<file path="config.mk">
export PLATFORM = sky130hd
export DESIGN_NAME = ffcu_state_update
export DESIGN_NICKNAME = d
export VERILOG_FILES = /design/src/hdl/ffcu_pkg.sv /design/src/hdl/ffcu_state_update.sv
export SDC_FILE = /design/constraint.sdc
export NUM_CORES = 2
export LEC_CHECK = 0
export BUFFER_PORTS_ARGS = -buffer_cell sky130_fd_sc_hd__buf_2
export CAP_MARGIN = 15
export CELL_PAD_IN_SITES_DETAIL_PLACEMENT = 2
export CELL_PAD_IN_SITES_GLOBAL_PLACEMENT = 2
export CORE_UTILIZATION = 40
export CTS_BUF_LIST = sky130_fd_sc_hd__clkbuf_8
export DETAILED_ROUTE_END_ITERATION = 6
export PLACE_DENSITY = 0.91
export SETUP_SLACK_MARGIN = 0.1
export SLEW_MARGIN = 20
export SYNTH_ARGS = -nofsm -noshare
export SYNTH_HDL_FRONTEND = slang
export SYNTH_SLANG_ARGS = --single-unit
</file>
<file path="constraint.sdc">
create_clock -name clk -period 21.6 [get_ports clk]
set_clock_uncertainty 0.2 [all_clocks]
set_input_delay 6.48 -clock clk [delete_from_list [all_inputs] [get_ports clk]]
set_output_delay 6.48 -clock clk [all_outputs]
set_load 0.01 [all_outputs]
</file>
<file path="src/hdl/ffcu_pkg.sv">
// Shared types, constants and table helpers for the free-flight camera update block.
`default_nettype none

package ffcu_pkg;

  // Angles are in 1/64 degree
  localparam int QUARTER          = 5760;
  localparam int HALF_TURN        = 11520;
  localparam int THREE_QUARTER    = 17280;
  localparam int FULL_TURN        = 23040;
  localparam int PITCH_LIMIT      = 5696;
  localparam int YAW_RESET        = 17280;
  localparam int ROM_AW           = $clog2(QUARTER);
  localparam int SINE_TABLE_DEPTH_DEF = 5760;

  localparam logic [63:0] PH_Q30  = 64'd1686629713;
  localparam logic [63:0] ONE_Q30 = 64'd1 << 30;
  localparam logic [63:0] ONE_Q14 = 64'd16384;

  localparam logic signed [15:0] UNIT_POS = 16'sd16384;
  localparam logic signed [15:0] UNIT_NEG = -16'sd16384;

  typedef enum logic [2:0] {
    ACT_MOVE_FRONT = 3'd0,
    ACT_MOVE_RIGHT = 3'd1,
    ACT_MOVE_UP    = 3'd2,
    ACT_ADD_YAW    = 3'd3,
    ACT_ADD_PITCH  = 3'd4,
    ACT_RECOMPUTE  = 3'd5,
    ACT_SET_YAW    = 3'd6,
    ACT_SET_PITCH  = 3'd7
  } action_t;

  typedef enum logic [1:0] {
    CFG_WORLD_UP_X = 2'd0,
    CFG_WORLD_UP_Y = 2'd1,
    CFG_WORLD_UP_Z = 2'd2
  } cfg_reg_t;

  // One command word held in the input stage, with the angles after it
  typedef struct packed {
    action_t              action;
    logic signed [15:0]   amount;
    logic        [14:0]   yaw;
    logic signed [15:0]   pitch;
  } item_t;

  typedef struct packed {
    logic signed [15:0] sin_q;
    logic signed [15:0] cos_q;
  } trig_t;

  // Reduce an angle into 0 .. FULL_TURN-1; valid for -2 to +3 turns
  function automatic logic [14:0] wrap_turn(input logic signed [17:0] v);
    logic signed [17:0] turn;
    logic signed [17:0] t;
    turn = 18'(FULL_TURN);
    if (v < 18'sd0) begin
      t = v + turn;
      if (t < 18'sd0) begin
        t = t + turn;
      end
    end else if (v >= turn) begin
      t = v - turn;
      if (t >= turn) begin
        t = t - turn;
      end
    end else begin
      t = v;
    end
    return t[14:0];
  endfunction

  // Q14 sine of a Q30 angle: degree-11 Taylor series in Horner form,
  // every product and quotient truncated, rounded half up and capped
  function automatic logic [14:0] sine_q14(input logic [63:0] x);
    logic [63:0] x2;
    logic [63:0] t;
    logic [63:0] s;
    logic [63:0] r;
    x2 = (x * x) >> 30;
    t  = ONE_Q30 - x2 / 64'd110;
    t  = ONE_Q30 - ((x2 * t) >> 30) / 64'd72;
    t  = ONE_Q30 - ((x2 * t) >> 30) / 64'd42;
    t  = ONE_Q30 - ((x2 * t) >> 30) / 64'd20;
    t  = ONE_Q30 - ((x2 * t) >> 30) / 64'd6;
    s  = (x * t) >> 30;
    r  = (s + 64'd32768) >> 16;
    if (r > ONE_Q14) begin
      r = ONE_Q14;
    end
    return r[14:0];
  endfunction

endpackage

`default_nettype wire

</file>
<file path="src/hdl/ffcu_state_update.sv">
// Camera position and direction vector update, committed into the result registers.
`default_nettype none

module ffcu_state_update (
  input  wire logic                  clk,
  input  wire logic                  rst_n,
  input  wire logic                  commit,
  input  wire ffcu_pkg::item_t       item,
  input  wire ffcu_pkg::trig_t       trig_yaw,
  input  wire ffcu_pkg::trig_t       trig_pitch,
  input  wire logic signed [15:0]    world_up_x,
  input  wire logic signed [15:0]    world_up_y,
  input  wire logic signed [15:0]    world_up_z,
  output logic signed [31:0]         pos_x,
  output logic signed [31:0]         pos_y,
  output logic signed [31:0]         pos_z,
  output logic signed [15:0]         front_x,
  output logic signed [15:0]         front_y,
  output logic signed [15:0]         front_z,
  output logic signed [15:0]         right_x,
  output logic signed [15:0]         right_y,
  output logic signed [15:0]         right_z,
  output logic        [14:0]         yaw_now,
  output logic signed [15:0]         pitch_now
);

  logic signed [31:0] pos_r     [3];
  logic signed [31:0] pos_nxt   [3];
  logic signed [15:0] front_r   [3];
  logic signed [15:0] front_nxt [3];
  logic signed [15:0] right_r   [3];
  logic signed [15:0] right_nxt [3];
  logic        [14:0] yaw_now_r;
  logic signed [15:0] pitch_now_r;

  logic signed [15:0] up_w      [3];
  logic signed [15:0] op_a      [3];
  logic signed [15:0] op_b      [3];
  logic signed [31:0] prod      [3];
  logic signed [32:0] move_rnd  [3];
  logic signed [26:0] delta     [3];
  logic signed [33:0] pos_sum   [3];
  logic signed [31:0] pos_sat   [3];
  logic signed [32:0] vec_rnd   [3];

  assign up_w[0] = world_up_x;
  assign up_w[1] = world_up_y;
  assign up_w[2] = world_up_z;

  // Operand select: one shared multiplier per axis
  always_comb begin
    for (int i = 0; i < 3; i++) begin
      op_a[i] = item.amount;
      op_b[i] = '0;
    end
    case (item.action)
      ffcu_pkg::ACT_MOVE_FRONT: begin
        for (int i = 0; i < 3; i++) begin
          op_b[i] = front_r[i];
        end
      end
      ffcu_pkg::ACT_MOVE_RIGHT: begin
        for (int i = 0; i < 3; i++) begin
          op_b[i] = right_r[i];
        end
      end
      ffcu_pkg::ACT_MOVE_UP: begin
        for (int i = 0; i < 3; i++) begin
          op_b[i] = up_w[i];
        end
      end
      ffcu_pkg::ACT_RECOMPUTE: begin
        op_a[0] = trig_yaw.cos_q;
        op_b[0] = trig_pitch.cos_q;
        op_a[2] = trig_yaw.sin_q;
        op_b[2] = trig_pitch.cos_q;
      end
      default: begin
      end
    endcase
  end

  always_comb begin
    for (int i = 0; i < 3; i++) begin
      prod[i]     = op_a[i] * op_b[i];
      move_rnd[i] = 33'(prod[i]) + 33'sd32;
      delta[i]    = move_rnd[i][32:6];
      pos_sum[i]  = 34'(pos_r[i]) + 34'(delta[i]);
      // saturate when the top three bits disagree
      if (pos_sum[i][33:31] == 3'b000 || pos_sum[i][33:31] == 3'b111) begin
        pos_sat[i] = pos_sum[i][31:0];
      end else if (pos_sum[i][33]) begin
        pos_sat[i] = 32'sh8000_0000;
      end else begin
        pos_sat[i] = 32'sh7fff_ffff;
      end
      vec_rnd[i] = (33'(prod[i]) + 33'sd8192) >>> 14;
    end
  end

  always_comb begin
    for (int i = 0; i < 3; i++) begin
      pos_nxt[i]   = pos_r[i];
      front_nxt[i] = front_r[i];
      right_nxt[i] = right_r[i];
    end
    case (item.action)
      ffcu_pkg::ACT_MOVE_FRONT, ffcu_pkg::ACT_MOVE_RIGHT, ffcu_pkg::ACT_MOVE_UP: begin
        for (int i = 0; i < 3; i++) begin
          pos_nxt[i] = pos_sat[i];
        end
      end
      ffcu_pkg::ACT_RECOMPUTE: begin
        front_nxt[0] = vec_rnd[0][15:0];
        front_nxt[1] = trig_pitch.sin_q;
        front_nxt[2] = vec_rnd[2][15:0];
        right_nxt[0] = trig_yaw.sin_q;
        right_nxt[1] = '0;
        right_nxt[2] = -trig_yaw.cos_q;
      end
      default: begin
      end
    endcase
  end

  always_ff @(posedge clk) begin
    if (!rst_n) begin
      for (int i = 0; i < 3; i++) begin
        pos_r[i] <= '0;
      end
      front_r[0]  <= '0;
      front_r[1]  <= '0;
      front_r[2]  <= ffcu_pkg::UNIT_NEG;
      right_r[0]  <= ffcu_pkg::UNIT_NEG;
      right_r[1]  <= '0;
      right_r[2]  <= '0;
      yaw_now_r   <= 15'(ffcu_pkg::YAW_RESET);
      pitch_now_r <= '0;
    end else if (commit) begin
      for (int i = 0; i < 3; i++) begin
        pos_r[i]   <= pos_nxt[i];
        front_r[i] <= front_nxt[i];
        right_r[i] <= right_nxt[i];
      end
      yaw_now_r   <= item.yaw;
      pitch_now_r <= item.pitch;
    end
  end

  assign pos_x     = pos_r[0];
  assign pos_y     = pos_r[1];
  assign pos_z     = pos_r[2];
  assign front_x   = front_r[0];
  assign front_y   = front_r[1];
  assign front_z   = front_r[2];
  assign right_x   = right_r[0];
  assign right_y   = right_r[1];
  assign right_z   = right_r[2];
  assign yaw_now   = yaw_now_r;
  assign pitch_now = pitch_now_r;

endmodule

`default_nettype wire
</file>
==> run metrics <==
DRT Pass-1 Iters=5; first-pass GRT wire length=321000 um; Clock transition at path regs=0.06 ns; Synth cell types=100; CP Buf/Inv Count=5; HP Class=reg -> reg; unrepaired setup endpoints after global routing=false; TritonCTS clock tree=built; Worst R2R Path Depth=35; IO Pins=388; Slew headroom=19.5%; Die Wd=338 um; cts hold-fix bufs=0; Post-synth ARST share=0%; crit-path leading delay family=compound AO/OA/AOI/OAI gates; Final Wtd Congestion=0.948; DP HPWL=178000 um; Util after Layout=44.6%; warnings from Yosys=0; post-CTS setup repair buffer count=0; final hold vios=0; synth top area cells=fa_1 (35%), edfxtp_1 (12%), ha_1 (9.4%); Post-Route WL=222000 um; Clock Latency Late Sink=0.76 ns; total CTS buffers=48; Worst-Margin Slew=1.21 ns; crit path DAT=19.75 ns; cells after synthesis=5022; Crit path largest cell delay=0.85 ns; critical path depth in cells=38; DRC violations left=0; Worst Setup End Kind=flop; layout cells sized above 1=11.0%; Max-cap violations=0; Hold Path Depth=2; Syn Area/Cell=8.97 um^2; clock period minus worst slack=19.50 ns; full die area=0.114 mm^2; final net count=6612; class of the most critical setup path=in -> reg; initial antenna violation count=39; DR vias=41500; Post-synth EDFFs=176; sequential area share after synthesis=13.1%; worst setup margin=2.10 ns; CP dominant cell by count=fa_1; setup TNS=0 ns; Total GRT Usage=38.8%; core area=0.111 mm^2; FMAX=0.0513 GHz; Clock H-tree levels=2; Area Overhead vs Synth=10.0%; area leader, netlist=fa_1; outcome=finished clean; synthesized cell area=0.0451 mm^2; drt first-iter violations=3681; Yosys reg bits=207; commonest non-fill, non-tap cells in the layout=inv_1 (920), fa_1 (793), nand2_1 (591); Worst path slowest cell=nand3_1; Clock Tree Buf Depth=3; final hold slack=0.317 ns; leading cell type in the layout, fill and taps excluded=inv_1; CP Launch Type=input port; ys flop type=edfxtp_1; routed length per instance=32.4 um; port bufs=371; final setup fails=0; Root Buffer=clkbuf_8; Tcrit/Tclk final=90.3%; clock sinks=207; Final ANT Viol Nets=0; grt ovf=0; Vias/cell=6.05; die height=338 um; Slew Viols, Final=0; number of global-route vias before repair=48500; std cell rows=122; Yosys top cell area share=35.2%; CP Max Fanout=31; Initial Utilization=40.5%; Worst Path Required=21.85 ns; largest net degree at the start of global routing=65; worst slack at placement=1.88 ns; Post-CTS Resized=0
cell type report:
class,instances,area [um^2]
multi-input combinational,3734,35100
timing repair buffer,422,2240
fill,12300,61600
clock buffer,51,702
tap,1488,1860
sequential,207,5910
inverter,903,3390
antenna,16,40.0
clock inverter,38,348
registers in the layout (all words and copies together) (netlist names):
signal / count
front_r: 48
pitch_now: 16
pos_r: 96
right_r: 32
yaw_now: 15
per-stage QoR:
stage,std cells,cell area [um^2]
final,6859,49600
after global routing,6855,49600
after CTS,6841,49500
after detailed placement,6752,48500
after global placement,6752,48500
after floorplan,5037,45100
cell families (layout without fill, tap and decap cells):
| family | after synthesis | count (layout) | synth area share (%) |
|---|---|---|---|
| AND/OR/NAND/NOR | 1569 | 1569 | 16.3 |
| adder cells (fa/ha/maj) | 1131 | 1131 | 44.6 |
| buffers and inverters | 1096 | 1414 | 9.33 |
| AO/OA/AOI/OAI | 724 | 724 | 10.7 |
| XOR/XNOR | 245 | 245 | 4.78 |
| flip-flops | 207 | 207 | 13.1 |
| multiplexers | 49 | 49 | 1.10 |
| other | 1 | 32 | 0.00832 |
final timing paths:
path                            slack (ns)      endpoint          start
worst max-delay path                  2.10  pos_r[0][21]       item[47]
worst min-delay path                  0.32   yaw_now[13]    yaw_now[13]
worst max register to register        8.39  pos_r[0][21]  front_r[0][1]
worst min register to register        0.32   yaw_now[13]    yaw_now[13]
per-layer routing:
metal	part of all wire [%]	GRT usage (%)
met3	9.5	10.3
met5	0.068	0.0851
met1	35	42.6
met4	8.1	27.7
met2	48	64.9
tightest hold or removal path, cell delays in order, from the launching register on:
cell and delay [ns]:
dfxtp_1 0.32, mux2i_1 0.06, nor2b_1 0.10
synth_stat cells, types with 10 or more instances:
cell	count
a211oi_1	11
a21o_1	89
a21oi_1	227
a221o_1	13
a221oi_1	14
a22o_1	29
a22oi_1	33
a31oi_1	15
and2_1	104
and3_1	64
buf_1	17
buf_4	16
clkbuf_1	151
dfxtp_1	31
edfxtp_1	176
fa_1	793
ha_1	338
inv_1	903
mux2i_1	45
nand2_1	595
nand2b_1	39
nand3_1	53
nand4_1	23
nor2_1	416
nor2b_1	87
nor3_1	57
nor4_1	11
o211ai_1	13
o21a_1	32
o21ai_0	122
o21bai_1	24
o31ai_1	10
or2_2	42
or3_1	18
xnor2_1	165
xor2_1	79
Power is not shown: default switching activity piles up to over one toggle a cycle in this logic, so the estimate is an artifact.
