===== src/hdl/ffcu_pkg.sv =====
// Shared types, constants and table helpers for the free-flight camera update block.
`default_nettype none

package ffcu_pkg;

  // Angles are in 1/64 degree
  localparam int QUARTER          = 5760;
  localparam int HALF_TURN        = 11520;
  localparam int THREE_QUARTER    = 17280;
  localparam int FULL_TURN        = 23040;
  localparam int PITCH_LIMIT      = 5696;
  localparam int YAW_RESET        = 17280;
  localparam int ROM_AW           = $clog2(QUARTER);
  localparam int SINE_TABLE_DEPTH_DEF = 5760;

  localparam logic [63:0] PH_Q30  = 64'd1686629713;
  localparam logic [63:0] ONE_Q30 = 64'd1 << 30;
  localparam logic [63:0] ONE_Q14 = 64'd16384;

  localparam logic signed [15:0] UNIT_POS = 16'sd16384;
  localparam logic signed [15:0] UNIT_NEG = -16'sd16384;

  typedef enum logic [2:0] {
    ACT_MOVE_FRONT = 3'd0,
    ACT_MOVE_RIGHT = 3'd1,
    ACT_MOVE_UP    = 3'd2,
    ACT_ADD_YAW    = 3'd3,
    ACT_ADD_PITCH  = 3'd4,
    ACT_RECOMPUTE  = 3'd5,
    ACT_SET_YAW    = 3'd6,
    ACT_SET_PITCH  = 3'd7
  } action_t;

  typedef enum logic [1:0] {
    CFG_WORLD_UP_X = 2'd0,
    CFG_WORLD_UP_Y = 2'd1,
    CFG_WORLD_UP_Z = 2'd2
  } cfg_reg_t;

  // One command word held in the input stage, with the angles after it
  typedef struct packed {
    action_t              action;
    logic signed [15:0]   amount;
    logic        [14:0]   yaw;
    logic signed [15:0]   pitch;
  } item_t;

  typedef struct packed {
    logic signed [15:0] sin_q;
    logic signed [15:0] cos_q;
  } trig_t;

  // Reduce an angle into 0 .. FULL_TURN-1; valid for -2 to +3 turns
  function automatic logic [14:0] wrap_turn(input logic signed [17:0] v);
    logic signed [17:0] turn;
    logic signed [17:0] t;
    turn = 18'(FULL_TURN);
    if (v < 18'sd0) begin
      t = v + turn;
      if (t < 18'sd0) begin
        t = t + turn;
      end
    end else if (v >= turn) begin
      t = v - turn;
      if (t >= turn) begin
        t = t - turn;
      end
    end else begin
      t = v;
    end
    return t[14:0];
  endfunction

  // Q14 sine of a Q30 angle: degree-11 Taylor series in Horner form,
  // every product and quotient truncated, rounded half up and capped
  function automatic logic [14:0] sine_q14(input logic [63:0] x);
    logic [63:0] x2;
    logic [63:0] t;
    logic [63:0] s;
    logic [63:0] r;
    x2 = (x * x) >> 30;
    t  = ONE_Q30 - x2 / 64'd110;
    t  = ONE_Q30 - ((x2 * t) >> 30) / 64'd72;
    t  = ONE_Q30 - ((x2 * t) >> 30) / 64'd42;
    t  = ONE_Q30 - ((x2 * t) >> 30) / 64'd20;
    t  = ONE_Q30 - ((x2 * t) >> 30) / 64'd6;
    s  = (x * t) >> 30;
    r  = (s + 64'd32768) >> 16;
    if (r > ONE_Q14) begin
      r = ONE_Q14;
    end
    return r[14:0];
  endfunction

endpackage

`default_nettype wire


===== src/hdl/ffcu_angle_track.sv =====
// Yaw and pitch tracking, updated as each command word is accepted.
`default_nettype none

module ffcu_angle_track (
  input  wire logic                  clk,
  input  wire logic                  rst_n,
  input  wire logic                  accept,
  input  wire ffcu_pkg::action_t     action,
  input  wire logic signed [15:0]    amount,
  output logic        [14:0]         yaw_rd,
  output logic        [14:0]         pitch_rd,
  output logic        [14:0]         yaw_nxt,
  output logic signed [15:0]         pitch_nxt
);

  logic        [14:0] yaw_r;
  logic signed [15:0] pitch_r;
  logic signed [17:0] yaw_sum;
  logic signed [16:0] pitch_sum;

  always_comb begin
    yaw_sum   = $signed({3'b000, yaw_r}) + 18'(amount);
    pitch_sum = 17'(pitch_r) + 17'(amount);
    yaw_nxt   = yaw_r;
    pitch_nxt = pitch_r;
    case (action)
      ffcu_pkg::ACT_ADD_YAW: begin
        yaw_nxt = ffcu_pkg::wrap_turn(yaw_sum);
      end
      ffcu_pkg::ACT_SET_YAW: begin
        yaw_nxt = ffcu_pkg::wrap_turn(18'(amount));
      end
      ffcu_pkg::ACT_ADD_PITCH: begin
        // clamp to plus or minus 89 degrees
        if (pitch_sum > 17'(ffcu_pkg::PITCH_LIMIT)) begin
          pitch_nxt = 16'(ffcu_pkg::PITCH_LIMIT);
        end else if (pitch_sum < -17'(ffcu_pkg::PITCH_LIMIT)) begin
          pitch_nxt = -16'(ffcu_pkg::PITCH_LIMIT);
        end else begin
          pitch_nxt = pitch_sum[15:0];
        end
      end
      ffcu_pkg::ACT_SET_PITCH: begin
        pitch_nxt = amount;
      end
      default: begin
      end
    endcase
  end

  // Table reads use the angles before the word; a recompute leaves them alone
  assign yaw_rd   = yaw_r;
  assign pitch_rd = ffcu_pkg::wrap_turn(18'(pitch_r));

  always_ff @(posedge clk) begin
    if (!rst_n) begin
      yaw_r   <= 15'(ffcu_pkg::YAW_RESET);
      pitch_r <= '0;
    end else if (accept) begin
      yaw_r   <= yaw_nxt;
      pitch_r <= pitch_nxt;
    end
  end

endmodule

`default_nettype wire


===== config.mk =====
export PLATFORM = sky130hd
export DESIGN_NAME = ffcu_angle_track
export DESIGN_NICKNAME = d
export VERILOG_FILES = /design/src/hdl/ffcu_pkg.sv /design/src/hdl/ffcu_angle_track.sv
export SDC_FILE = /design/constraint.sdc
export NUM_CORES = 1
export LEC_CHECK = 0
export ABC_AREA = 0
export ABC_CLOCK_PERIOD_IN_PS = 7000
export BUFFER_PORTS_ARGS = -buffer_cell sky130_fd_sc_hd__buf_4
export CAP_MARGIN = 20
export CORE_MARGIN = 1.5
export CORE_UTILIZATION = 60
export CTS_BUF_LIST = sky130_fd_sc_hd__clkbuf_4
export CTS_CLUSTER_SIZE = 24
export DETAILED_ROUTE_END_ITERATION = 16
export HOLD_SLACK_MARGIN = 0.1
export PLACE_DENSITY = 0.88
export SLEW_MARGIN = 20
export SYNTH_ARGS = -nofsm -noshare
export SYNTH_HDL_FRONTEND = slang
export SYNTH_SLANG_ARGS = --single-unit

===== constraint.sdc =====
create_clock -name clk -period 7 [get_ports clk]
set_input_delay 1.4 -clock clk [delete_from_list [all_inputs] [get_ports clk]]
set_output_delay 1.4 -clock clk [all_outputs]
set_load 0.01 [all_outputs]

==> flow_summary_export.csv, run 1 <==
group,metric,value,unit
worst_setup_path,required,5.60,ns
layout,fin_area,0.00608,sq mm
power_and_ir_drop,p_switching,0.547,mW
die,rows,34,
grt,antenna_found_initial,0,
clock_tree,numCtsBuffers,5,
yosys,synth_seq_area_share,11.6,%
clock_tree,clock-sinks,31,
power_and_ir_drop,pwr-share-comb,69.3,%
hold_path,worstHoldStart,"yaw_rd[8]$_SDFFE_PN1P_",
yosys,synth_ff_type,"dfxtp_1",
timing,holdWs,0.540,ns
hold_path,hold_depth,2,
layout,final_cells,905,
die,die_width,97.5,um
layout,most-common-layout-cells,"buf_4 (92), nand2_1 (70), o21ai_0 (67)",
timing,clock.fmax,0.148,GHz
place,post_dp_cell_area,0.00597,sq mm
yosys,syn_nets,815,
yosys,synth_area,0.00536,sq mm
power_and_ir_drop,p_int,0.553,mW
layout,n_antenna_cell,0,
timing,setup_viol,0,
power_and_ir_drop,p_leak,2.69,nW
timing,final.period_utilization,96.6,%
timing,hold_violations,0,
yosys,yosys_warnings,0,
die,core,0.00868,sq mm
layout,layout-drive-gt1-share,17.6,%
detailed_routing,dr.pass1.iters,5,
die,die_h,97.5,um
worst_setup_path,start_kind,"primary input",
clock_tree,path_clk_slew,0.11,ns
clock_tree,htreeDepth,2,
worst_setup_path,r2r-end,"pitch_r[5]$_SDFFE_PN0P_",
worst_setup_path,crit_arrival,5.36,ns
timing,slew_viol_final,0,
worst_setup_path,rrSetupSlack,2.77,ns
grt,grt_pass1_vias,5740,
timing,tightest_slew,1.07,ns
timing,relSlewSlack,28.6,%
place,placed_cells_incl_taps,896,
yosys,syn_inst,744,
clock_tree,cts_buffer_depth,2,
yosys,avgSynthCellArea,7.21,sq um
yosys,synthDistinctLibCells,80,
grt,grt_pass1_wl,28.4,mm
worst_setup_path,endpoint_kind,"primary output",
power_and_ir_drop,powerDensity,181,mW/mm^2
yosys,async_flop_share,0,%
detailed_routing,routed_via_density,6.80,
power_and_ir_drop,clockPowerShare,11.4,%
outcome,outcome,"finished, final reports clean",
layout,nNetsFinal,867,
detailed_routing,drc,0,
timing,tns,0,ns
worst_setup_path,r2r_cells,13,
grt,gr-total-overflow,0,
clock_tree,cts_root_buffer,"clkbuf_4",
layout,layout_commonest_cell,"buf_4",
yosys,ys_ff_latch,31,
run,maxCapViolCount,0,
layout,fillers,759,
place,place_congestion,0.971,
detailed_routing,finalWirelength,17.5,mm
grt,grt_max_degree,48,
power_and_ir_drop,swShare,49.7,%
yosys,synth-edff-count,0,
hold_path,hold_path.class,"flop to flop",
power_and_ir_drop,seqPwrFrac,19.3,%
place,pre_cts_ws,0.00897,ns
detailed_routing,wl_per_cell,19.4,um
clock_tree,clk_latency,0.35,ns
worst_setup_path,cp-startpoint,"amount[0]",
die,start_util,61.8,%
layout,syn_to_final_growth,13.4,%
timing,period_needed,6.76,ns
grt,grtUsageTotal,36.0,%
detailed_routing,drtIter0Drc,443,
place,place_hpwl,13.5,mm
power_and_ir_drop,irDropWorstVdd,0.0994,mV
hold_path,holdPathEnd,"yaw_rd[8]$_SDFFE_PN1P_",
clock_tree,cts_tree,"built",
detailed_routing,postRouteAntennaNets,0,
place,port_buffers,82,
worst_setup_path,crit_fanout,6,
die,dieArea,0.00951,sq mm
worst_setup_path,timing.setup.critical_path_class,"primary input to primary output",
timing,fin_skew,0.00729,ns
die,pin_count,83,
timing,setup_slack,0.237,ns
worst_setup_path,r2r_start,"pitch_r[0]$_SDFFE_PN0P_",
detailed_routing,via_count,6157,
-- synthesized netlist by cell type (4+ instances only) --
library cell / n / area (sq um)
and2_1: 8 / 50.1
xnor2_1: 36 / 315
a21o_1: 13 / 97.6
nor2_1: 55 / 206
a32oi_1: 4 / 35.0
buf_4: 9 / 67.6
nand2b_1: 7 / 43.8
or3_1: 9 / 56.3
a221oi_1: 4 / 35.0
nand3_1: 18 / 90.1
nand2_1: 70 / 263
o221ai_1: 5 / 43.8
xor2_1: 13 / 114
nor3_1: 18 / 90.1
a22oi_1: 23 / 173
clkbuf_1: 33 / 124
nor2b_1: 8 / 50.1
o211a_1: 14 / 140
dfxtp_1: 31 / 621
o21ai_0: 67 / 335
or4_1: 4 / 30.0
a211oi_1: 7 / 52.6
o31a_1: 8 / 70.1
o211ai_1: 5 / 37.5
a221o_1: 5 / 50.1
a21oi_1: 48 / 240
and3_1: 6 / 37.5
o2111ai_1: 8 / 70.1
or2_2: 13 / 81.3
a31oi_1: 19 / 119
ha_1: 47 / 588
o31ai_1: 6 / 45.0
o21a_1: 4 / 30.0
inv_1: 29 / 109
nor4_1: 12 / 75.1
mux2i_1: 10 / 100
nand3b_1: 4 / 30.0
nand4_1: 5 / 31.3
-- layer usage --
layer | share of wire [%] | track usage, %
met5 | 0 | 0
met4 | 3.2 | 13.1
met3 | 8.7 | 5.04
met2 | 45 | 59.2
met1 | 43 | 47.9
-- worst max-delay path by stage --
stage	cells past startpoint	slack (ns)	endpoint
global placement	21	0.18	yaw_nxt[13]
detailed placement	20	0.009	yaw_nxt[10]
floorplan	18	0.47	yaw_nxt[11]
CTS	20	0.08	yaw_nxt[10]
finish	20	0.24	yaw_nxt[10]
global route	20	-0.02	yaw_nxt[13]
-- cell type report --
cell class	count	area [sq um]	share of cell area, %
inverter	30	113	1.85
tap	108	135	2.22
timing repair buffer	92	691	11.4
clock inverter	1	5.00	0.0823
sequential	31	621	10.2
multi-input combinational	636	4460	73.4
clock buffer	7	52.6	0.865
-- power groups by stage --
stage | clock [mW] | sequential [mW] | combinational, mW
floorplan | 0 | 0.208 | 0.525
global placement | 0 | 0.214 | 0.717
detailed placement | 0 | 0.215 | 0.729
CTS | 0.125 | 0.211 | 0.734
global route | 0.133 | 0.214 | 0.830
finish | 0.126 | 0.212 | 0.762
-- what timing repair did --
item | CTS | global route
gates resized for setup | 1 | 8
setup endpoints to repair | 2 | 6
setup buffers | 0 | 1
hold buffers | 0 | 0
pin swaps | 0 | 2
-- logic make-up (layout without fill, tap and decap cells) --
| family | after synthesis | in the layout | share of synthesized area [%] |
|---|---|---|---|
| AO/OA/AOI/OAI | 273 | 273 | 35.9 |
| buffers and inverters | 77 | 130 | 6.09 |
| adder cells (fa/ha/maj) | 50 | 50 | 11.9 |
| XOR/XNOR | 51 | 51 | 8.82 |
| multiplexers | 13 | 13 | 2.50 |
| AND/OR/NAND/NOR | 249 | 249 | 23.2 |
| flip-flops | 31 | 31 | 11.6 |
-- per-stage QoR --
step	util (%)	power, mW
floorplan	-	0.734
global placement	68.7	0.932
detailed placement	68.7	0.944
CTS	69.4	1.07
global route	70.0	1.18
finish	70.0	1.10
-- critical path: stages --
cell,delay (ns)
buf_4,0.13
ha_1,0.20
inv_1,0.07
fa_1,0.24
nor2b_4,0.06
o31a_1,0.26
o31a_1,0.32
nor2_2,0.17
xor2_2,0.26
ha_1,0.22
nand3_1,0.08
nor2_1,0.10
nand2_1,0.09
a2111oi_2,0.41
a41oi_1,0.22
o211a_2,0.34
a221oi_1,0.35
o21ai_0,0.19
nand2_1,0.11
buf_4,0.12
-- sequential cells by signal (all words and copies together) (netlist names) --
register / flops
pitch_r: 16
yaw_rd: 15
No activity file was read; power rests on OpenSTA's default activity.
==> inputs of run 2 (changes only) <==
CAP_MARGIN = unset   (was 20)
CORE_UTILIZATION = 55   (was 60)
PLACE_DENSITY = 0.82   (was 0.88)
==> run 2 against run 1 <==
Register-to-register slack about the same; critical path type unchanged; maximum frequency shrank 0.50%; worst setup slack lost 0.034 ns; clock skew hardly changed; global-route usage is 2.8 points lower; final cell count up 2.3%; design area is 0.82% higher; clock power rose by 22%; sequential power about the same; wire length decreased by 1.3%; worst hold slack got worse by 0.0017 ns.
==> flow_summary_export.csv, run 2 (synthesis gave the netlist of run 1 again) <==
group,metric,value,unit
outcome,outcome,"finished, final reports clean",
detailed_routing,via_count,6153,
layout,n_antenna_cell,0,
place,port_buffers,82,
clock_tree,cts_tree,"built",
layout,syn_to_final_growth,14.3,%
power_and_ir_drop,seqPwrFrac,18.9,%
timing,tns,0,ns
die,pin_count,83,
worst_setup_path,start_kind,"primary input",
timing,hold_violations,0,
clock_tree,cts_root_buffer,"clkbuf_4",
power_and_ir_drop,pwr-share-comb,67.4,%
grt,grt_pass1_wl,27.6,mm
detailed_routing,postRouteAntennaNets,0,
timing,tightest_slew,1.09,ns
layout,fillers,821,
worst_setup_path,required,5.60,ns
worst_setup_path,timing.setup.critical_path_class,"primary input to primary output",
timing,relSlewSlack,26.7,%
clock_tree,cts_buffer_depth,2,
power_and_ir_drop,clockPowerShare,13.7,%
hold_path,hold_path.class,"flop to flop",
run,maxCapViolCount,0,
clock_tree,clock-sinks,31,
layout,largest_register_ff_count,16,
detailed_routing,routed_via_density,6.64,
grt,antenna_found_initial,0,
die,die_width,102,um
worst_setup_path,endpoint_kind,"primary output",
grt,gr-total-overflow,0,
place,pre_cts_ws,0.0890,ns
layout,most-common-layout-cells,"buf_4 (93), nand2_1 (70), o21ai_0 (67)",
detailed_routing,dr.pass1.iters,5,
timing,period_needed,6.80,ns
layout,layout-drive-gt1-share,17.8,%
power_and_ir_drop,irDropWorstVdd,0.0868,mV
layout,regMostFlops,"pitch_r",
clock_tree,hold_buffers,0,
layout,nNetsFinal,868,
die,core,0.00933,sq mm
clock_tree,htreeDepth,2,
power_and_ir_drop,p_leak,2.70,nW
timing,fin_skew,0.00707,ns
clock_tree,clk_latency,0.36,ns
timing,slew_viol_final,0,
detailed_routing,drtIter0Drc,516,
worst_setup_path,crit_chain,"buf_4, ha_1, inv_1, fa_2, nor2b_4, o31a_1, o31a_1, nor2_2, xor2_2, ha_2, xnor2_1, nor4_1, a211o_1, or2_2, o2111ai_2, and2_4, mux2i_1, nor2_1, o21ai_0, buf_4",
layout,multi_input_area,0.00446,sq mm
place,place_hpwl,13.1,mm
detailed_routing,drc,0,
grt,grt_pass1_vias,5467,
power_and_ir_drop,powerDensity,183,mW/mm^2
layout,seqCellArea,621,sq um
die,die_h,102,um
worst_setup_path,crit_slowest_cell,"a211o_1",
timing,clock.fmax,0.147,GHz
detailed_routing,wl_per_cell,18.7,um
grt,grtUsageTotal,33.3,%
detailed_routing,finalWirelength,17.3,mm
clock_tree,path_clk_slew,0.12,ns
power_and_ir_drop,p_switching,0.540,mW
place,place_congestion,0.947,
power_and_ir_drop,p_int,0.582,mW
worst_setup_path,path_buf_inv,3,
timing,final.period_utilization,97.1,%
timing,setup_viol,0,
grt,grt_max_degree,48,
power_and_ir_drop,swShare,48.1,%
die,start_util,57.5,%
die,rows,35,
clock_tree,post-cts-setup-buffers,0,
worst_setup_path,cpPeakStageDelay,0.36,ns
worst_setup_path,crit_fanout,5,
worst_setup_path,crit_family,"compound AO/OA/AOI/OAI gates",
die,dieArea,0.0103,sq mm
clock_tree,numCtsBuffers,5,
worst_setup_path,crit_arrival,5.40,ns
timing,setup_slack,0.203,ns
layout,layout_commonest_cell,"buf_4",
==> run 2: per-stage QoR <==
step | hold slack (ns) | power [mW] | area, sq um | utilization (%) | cells
after floorplan | 0.534 | 0.734 | 5360 | - | 744
after global placement | 0.512 | 0.926 | 6010 | 64.4 | 919
after detailed placement | 0.528 | 0.941 | 6010 | 64.4 | 919
after CTS | 0.544 | 1.10 | 6080 | 65.2 | 926
after global routing | 0.580 | 1.20 | 6130 | 65.7 | 926
final | 0.538 | 1.12 | 6130 | 65.7 | 926
==> run 2: power groups by stage <==
stage / combinational, mW / sequential, mW / clock [mW]
after floorplan: 0.525 / 0.208 / 0
after global placement: 0.712 / 0.214 / 0
after detailed placement: 0.726 / 0.215 / 0
after CTS: 0.730 / 0.211 / 0.156
after global routing: 0.823 / 0.214 / 0.162
final: 0.756 / 0.212 / 0.154
==> run 2: per-layer routing <==
metal / GRT usage (%) / share of wire, % / up-vias / wire, um
met3: 4.69 / 8.9 / 36 / 1530
met2: 53.6 / 46 / 332 / 7920
li1: - / - / 2919 / -
met5: 0 / 0 / - / 0
met4: 9.19 / 2.2 / 0 / 372
met1: 46.2 / 43 / 2866 / 7470
==> run 2: worst paths after layout <==
kind                          start                      end  slack [ns]  cells after the start
max reg2reg  yaw_rd[0]$_SDFFE_PN0P_  yaw_rd[13]$_SDFFE_PN0P_        2.77                     19
min reg2reg  yaw_rd[8]$_SDFFE_PN1P_   yaw_rd[8]$_SDFFE_PN1P_        0.54                      2
min          yaw_rd[8]$_SDFFE_PN1P_   yaw_rd[8]$_SDFFE_PN1P_        0.54                      2
max                       amount[0]              yaw_nxt[11]        0.20                     20
==> run 2: timing repair <==
item	in CTS	in global routing
endpoints found under the hold margin	0	0
gates resized for setup	0	11
setup endpoints to repair	0	7
==> run 2: layout make-up <==
class | instances | area share [%]
clock buffers | 6 | 0.735
clock inverters | 1 | 0.490
inverters | 30 | 1.84
multi-input cells | 636 | 72.8
flip-flops and latches | 31 | 10.1
well taps | 129 | 2.63
repair buffers | 93 | 11.4
==> run 2: tightest hold or removal path, stage by stage, from the launching register on <==
cell and delay [ns]:
dfxtp_1 0.35, nor2_1 0.08, o21ai_0 0.07
